### src/rtl/cms_pkg.sv
// Shared types and constants of the count-min sketch accumulator.
package cms_pkg;

    localparam int MAX_ROWS    = 8;
    localparam int MAX_BUCKETS = 256;
    localparam int COUNTER_W   = 48;
    localparam int VAL_W       = 31;
    localparam int ROW_W       = 7;
    localparam int NCELLS      = 31;

    typedef enum logic [1:0] {
        OP_LOAD   = 2'd0,
        OP_SAMPLE = 2'd1,
        OP_READ   = 2'd2,
        OP_START  = 2'd3
    } op_t;

    localparam logic CFG_NUM_ROWS    = 1'b0;
    localparam logic CFG_NUM_BUCKETS = 1'b1;

    typedef struct packed {
        logic [1:0]  operation;
        logic [2:0]  row_index;
        logic [30:0] row_prime;
        logic [30:0] row_step;
        logic [30:0] row_offset;
        logic signed [31:0] sample_value;
        logic [10:0] counter_index;
    } in_t;

    typedef struct packed {
        logic signed [47:0] counter_value;
        logic               counter_saturated;
    } out_t;

    typedef enum logic [1:0] {
        K_STEP   = 2'd0,
        K_OFFSET = 2'd1,
        K_BUCKET = 2'd2
    } kind_t;

    typedef struct packed {
        kind_t             kind;
        logic [ROW_W-1:0]  row;
    } tag_t;

    // One request moving down the remainder chain.
    typedef struct packed {
        logic             valid;
        tag_t             tag;
        logic [VAL_W-1:0] divisor;
        logic [VAL_W-1:0] rem;
        logic [VAL_W-1:0] dividend;
    } cell_t;

endpackage

### src/rtl/cms_mod_cell.sv
// One restoring remainder step: bring in one dividend bit, subtract if it fits.
module cms_mod_cell (
    input  logic            aclk,
    input  logic            aresetn,
    input  cms_pkg::cell_t  cell_in,
    output cms_pkg::cell_t  cell_out
);
    logic [cms_pkg::VAL_W:0] trial;
    logic [cms_pkg::VAL_W:0] dvs;
    logic [cms_pkg::VAL_W:0] diff;
    cms_pkg::cell_t          cell_reg;
    cms_pkg::cell_t          cell_next;

    always_comb begin
        trial = {cell_in.rem, cell_in.dividend[cms_pkg::VAL_W-1]};
        dvs   = {1'b0, cell_in.divisor};
        diff  = trial - dvs;
        cell_next          = cell_in;
        cell_next.rem      = (trial >= dvs) ? diff[cms_pkg::VAL_W-1:0]
                                            : trial[cms_pkg::VAL_W-1:0];
        cell_next.dividend = {cell_in.dividend[cms_pkg::VAL_W-2:0], 1'b0};
    end

    always_ff @(posedge aclk) begin
        if (!aresetn) begin
            cell_reg.valid <= 1'b0;
        end else begin
            cell_reg.valid <= cell_next.valid;
        end
        cell_reg.tag      <= cell_next.tag;
        cell_reg.divisor  <= cell_next.divisor;
        cell_reg.rem      <= cell_next.rem;
        cell_reg.dividend <= cell_next.dividend;
    end

    assign cell_out = cell_reg;
endmodule

### src/rtl/cms_mod_chain.sv
// Row of remainder cells; one request enters per cycle, remainder leaves at the end.
module cms_mod_chain (
    input  logic            aclk,
    input  logic            aresetn,
    input  cms_pkg::cell_t  chain_in,
    output cms_pkg::cell_t  chain_out,
    output logic            busy
);
    cms_pkg::cell_t st [0:cms_pkg::NCELLS];

    assign st[0] = chain_in;

    for (genvar k = 0; k < cms_pkg::NCELLS; k++) begin : g_cell
        cms_mod_cell u_cell (
            .aclk     (aclk),
            .aresetn  (aresetn),
            .cell_in  (st[k]),
            .cell_out (st[k+1])
        );
    end

    always_comb begin
        busy = 1'b0;
        for (int k = 1; k <= cms_pkg::NCELLS; k++) begin
            busy = busy | st[k].valid;
        end
    end

    assign chain_out = st[cms_pkg::NCELLS];
endmodule

### config.mk
export PLATFORM = sky130hd
export DESIGN_NAME = cms_mod_chain
export DESIGN_NICKNAME = d
export VERILOG_FILES = /design/src/rtl/cms_pkg.sv /design/src/rtl/cms_mod_cell.sv /design/src/rtl/cms_mod_chain.sv
export SDC_FILE = /design/constraint.sdc
export NUM_CORES = 2
export LEC_CHECK = 0
export BUFFER_PORTS_ARGS = -buffer_cell sky130_fd_sc_hd__buf_4
export CORE_UTILIZATION = 57
export CTS_CLUSTER_DIAMETER = 60
export DETAILED_ROUTE_END_ITERATION = 12
export GPL_ROUTABILITY_DRIVEN = 0
export PLACE_DENSITY = 0.82
export SLEW_MARGIN = 20
export SYNTH_ARGS = -nofsm -noshare
export SYNTH_HDL_FRONTEND = slang
export SYNTH_SLANG_ARGS = --single-unit
### constraint.sdc
create_clock -name aclk -period 3.58 [get_ports aclk]
set_input_delay 0 -clock aclk [delete_from_list [all_inputs] [get_ports aclk]]
set_output_delay 0 -clock aclk [all_outputs]
set_load 0.02 [all_outputs]
# --- Yosys cells after proc, flatten, opt, wreduce, memory -nomap -nowiden ---
# Cells that the tools add are included.
word_totals:
  input_bits: 105
  reg_bits: 2697
  out_inout_bits: 104
  word_cells: 308
op_classes:
  muxes: 31
  n_lt_le_gt_ge: 31
  add_sub_neg: 31
  n_bitwise: 30
op_table:
  columns: ["op", "n"]
  rows:
  - ["$ge 32x31->1", 31]
  - ["$mux 31", 31]
  - ["$sub 31x31->31", 31]
  - ["$or 1x1->1", 30]

# --- Logic depth before layout (Yosys ltp) ---
logic_depth:
  depth_word: 30
  mapped_depth: 15

# --- By module ---
# From an unflattened synthesis, not the netlist that was laid out.
hier_totals:
  hier_cells: 13816
  hier_area_um2: 131208.3
by_module_without_submodules:
  columns: ["mod", "area_each_um2", "n_inst", "cells_per_inst", "seq_area_each_um2"]
  rows:
  - ["cms_mod_cell (g_cell[13].u_cell ...)", 4235.3, 22, 448, 2042.0]
  - ["cms_mod_cell (g_cell[0].u_cell ...)", 4179.0, 6, 439, 2042.0]
  - ["cms_mod_cell (g_cell[20].u_cell)", 4454.3, 1, 444, 2042.0]
  - ["cms_mod_cell (g_cell[23].u_cell)", 4240.3, 1, 439, 2042.0]
  - ["cms_mod_cell (g_cell[12].u_cell)", 4190.3, 1, 433, 2042.0]
  - ["cms_mod_chain", 72.6, 1, 10, 0.0]

# --- Least setup slack after synthesis ---
# Ideal clock, no wire load.
synth_path:
  path_kind: "register to register"
  start: "reg g_cell[16].u_cell.cell_reg, in the netlist g_cell[16].u_cell.cell_out[81]"
  end: "reg g_cell[17].u_cell.cell_reg, in the netlist g_cell[17].u_cell.cell_out[53]"
  setup_time_ps: 121
  stages_incl_launch_ff: 15
  arrival_time_ps: 3248
  synth_period_minus_slack_ps: 3369
  n_path_buf: 2
  path_slack_ps: 211
  required_ps: 3459
  path_cell_list: "dfxtp_1 inv_1 ha_1 buf_6 a21o_1 a211oi_1 inv_1 o211a_1 a211o_1 a221o_1 a221o_1 o221ai_2 nor3b_4 buf_6 mux2_2"
synth_rtl:
  columns: ["element", "line", "text"]
  rows:
  - ["start: declaration", "cms_mod_cell.sv:11", "cms_pkg::cell_t cell_reg;"]
  - ["end: declaration", "cms_mod_cell.sv:11", null]

==> flow_summary.toml <==
[sta]
setup_slack_ns = -0.224
skew_ns = 0.0653
min_period_ns = 3.80
final_hold_viol_count = 0
finalSetupTns_ns = -4.99
slew_viol_final = 0
worstMarginPinSlew_ns = 0.904
setup_violations = 31
fmax_ghz = 0.263
period_share_pct = 106
max-slew-margin-rel_pct = 38.9

[setup_path]
arrival_ns = 4.61
path_buf_inv = 4
worst_setup_path_end_kind = "flop"
crit_fanout = 31
crit_slowest_cell = "dlygate4sd3_1"
worstSetupStartpointType = "primary input"
path_class = "primary input to flop"
cp.required_ns = 4.39
crit_top_cell = "dlygate4sd3_1"
critPathTopFamily = "compound AO/OA/AOI/OAI gates"
critPathMaxStageDelay_ns = 0.63
path_cells = "dlygate4sd3_1 -> buf_4 -> dlygate4sd3_1 -> fa_2 -> nor2b_2 -> o31a_1 -> o21ai_1 -> a221o_1 -> a21o_2 -> o31ai_4 -> a31oi_2 -> o41ai_2 -> a41oi_2 -> buf_12 -> mux2_2"

[worst_hold_path]
hp-class = "primary input to flop"

[cts]
numClockSinks = 2697
cts_tree = "built"
clockBufferDepth = 4
numCtsBuffers = 292
cts-root-buf = "clkbuf_16"
htreeDepth = 5
clk_latency_ns = 0.97
cts.reportedPaths.clkPinSlew_ns = 0.06

[die]
core-area_um2 = 200000
row_count = 164
die_y_um = 452
chipWidth_um = 452
dieArea_um2 = 204000
ios = 209
start_util_pct = 57.6

[synth]
yosys-top-cells-area = "dfxtp_1 (47%), ha_1 (10%), mux2_2 (4.5%)"
ys_async_sr_fraction_pct = 0
synth_flop_cell = "dfxtp_1"
synth-seq-area-share_pct = 46.8
yosysMostFrequentCell = "dfxtp_1"
synth-edff-count = 0
ys_top_cells_by_count = "dfxtp_1 (2697), inv_1 (1249), ha_1 (961)"
netlist_instances = 11900
yosysTopAreaCell = "dfxtp_1"
synth_top_area_share_pct = 46.8
yosysWarnings = 0
syn_avg_cell_area_um2 = 9.71
synth_cell_types = 88
ys_seq_elements = 2697
synthesis.area_um2 = 115000

[grt]
grt_use_met3_pct = 5.90
busiest_layer = "met2"
grt_first_pass_wirelength_mm = 465
antenna_found_initial = 13
gr-usage-met2_pct = 47.7
groute.usage.overall_pct = 27.8
grt_pass1_vias = 90500
grt.overflow.total = 0
grt_max_degree = 61
use_met1_pct = 32.2

[flow_run]
drv_cap = 0

[cells_and_area]
largest_reg_flops = 2697
final_core_util_pct = 66.8
design_area_um2 = 134000
fin_cells = 15500
drive_gt1_share_pct = 12.2
nets = 13700
syn2layout_area_growth_pct = 15.9

[detailed_routing]
vias_per_cell = 5.88
vias = 90900
dr.first_iter.drc_count = 7581
wl_per_cell_um = 19.2
ant_nets = 0
drc = 0
routed_wirelength_mm = 298
drtPass1Iterations = 10

[placement]
dpl-instance-area_um2 = 121000
hpwlAfterDp_mm = 210
numPortBuffers = 177
placed_cells = 14700

[power]
power_leakage_nw = 62.1
powerDensity_nw_per_um2 = 1070
ir_worst_vdd_uv = 710

[outcome]
violations = "setup timing"
status = "finished, violations left"
==> kinds of logic after synthesis <==
| family | synth area share, % |
|---|---|
| xor gates and xnor gates | 5.79 |
| DFF | 46.8 |
| and+or+nand+nor | 10.7 |
| adders and majority gates | 11.0 |
| muxes | 4.96 |
| AOI/OAI and AO/OA | 15.8 |
| other | 0.00325 |
| buffers and inverters | 5.07 |
==> metrics by stage <==
stage,hold WS (ns),power [mW],setup slack (ns)
floorplan,0.0277,92.1,0.211
global placement,0.104,106,-0.00959
detailed placement,0.105,109,-0.0502
CTS,0.0963,141,0.00489
global route,0.218,152,-0.184
finish,0.215,144,-0.224
==> where the power goes <==
part	switching [mW]	internal (mW)
registers	5.32	37.7
logic	38.4	32.1
clock network	12.2	18.1
==> per-layer routing <==
layer,wire (µm),share of wire [%]
met1,115000,39
met4,18200,6.1
met5,53,0.018
met3,24300,8.2
met2,140000,47
==> worst min-delay path, delay by kind of cell <==
kind | cells | cell delay (ns)
buf+inv | 3 | 1.16
==> worst paths after layout <==
check	from	endpoint	slack (ns)	cells after the start
worst min-delay path	chain_in[1]	g_cell[0].u_cell.cell_out[2]	0.21	3
worst max register to register	g_cell[16].u_cell.cell_out[79]	g_cell[17].u_cell.cell_out[45]	0.06	13
worst min register to register	g_cell[0].u_cell.cell_out[8]	g_cell[1].u_cell.cell_out[9]	0.28	0
worst max-delay path	chain_in[63]	g_cell[0].u_cell.cell_out[41]	-0.22	15
==> repair_timing <==
| item | 4_1_cts | 5_1_grt |
|---|---|---|
| pin swaps | 4 | 45 |
| hold endpoints to repair | 132 | 0 |
| setup endpoints to repair | 193 | 606 |
| resized for setup | 18 | 130 |
| setup buffers | 0 | 32 |
| hold buffers | 209 | 0 |
| gates cloned | 0 | 12 |
==> layout make-up <==
| type | count | area [µm²] |
|---|---|---|
| fillers | 14200 | 66600 |
| multi-input cells | 7733 | 56300 |
| flip-flops and latches | 2697 | 54000 |
| clock buffers | 361 | 8080 |
| repair buffers | 628 | 5790 |
| inverters | 1249 | 4690 |
| well taps | 2656 | 3320 |
| clock inverters | 139 | 1650 |
| diodes | 8 | 20.0 |
==> cells in the final DEF, fill, tap and decap left out, types with 48 or more instances in the layout <==
cell and n:
xnor2_1 447, inv_1 1248, and2_1 79, o21ai_0 724, nand3_1 188, dlygate4sd3_1 208, nor3_1 153, nor4_1 50
o21bai_1 90, nor2b_1 118, xor2_1 316, and3_1 94, o211ai_1 58, nand4_1 130, dfxtp_1 2690, a21o_1 398
o21a_1 149, a21oi_1 766, clkbuf_16 305, mux2_2 466, a211oi_1 61, nor2_1 563, o31ai_1 80, mux2i_1 48
buf_4 371, ha_1 955, nand2_1 833, a31oi_1 91, nand2b_1 124
Note: power is estimated with default switching activity, not from simulation.
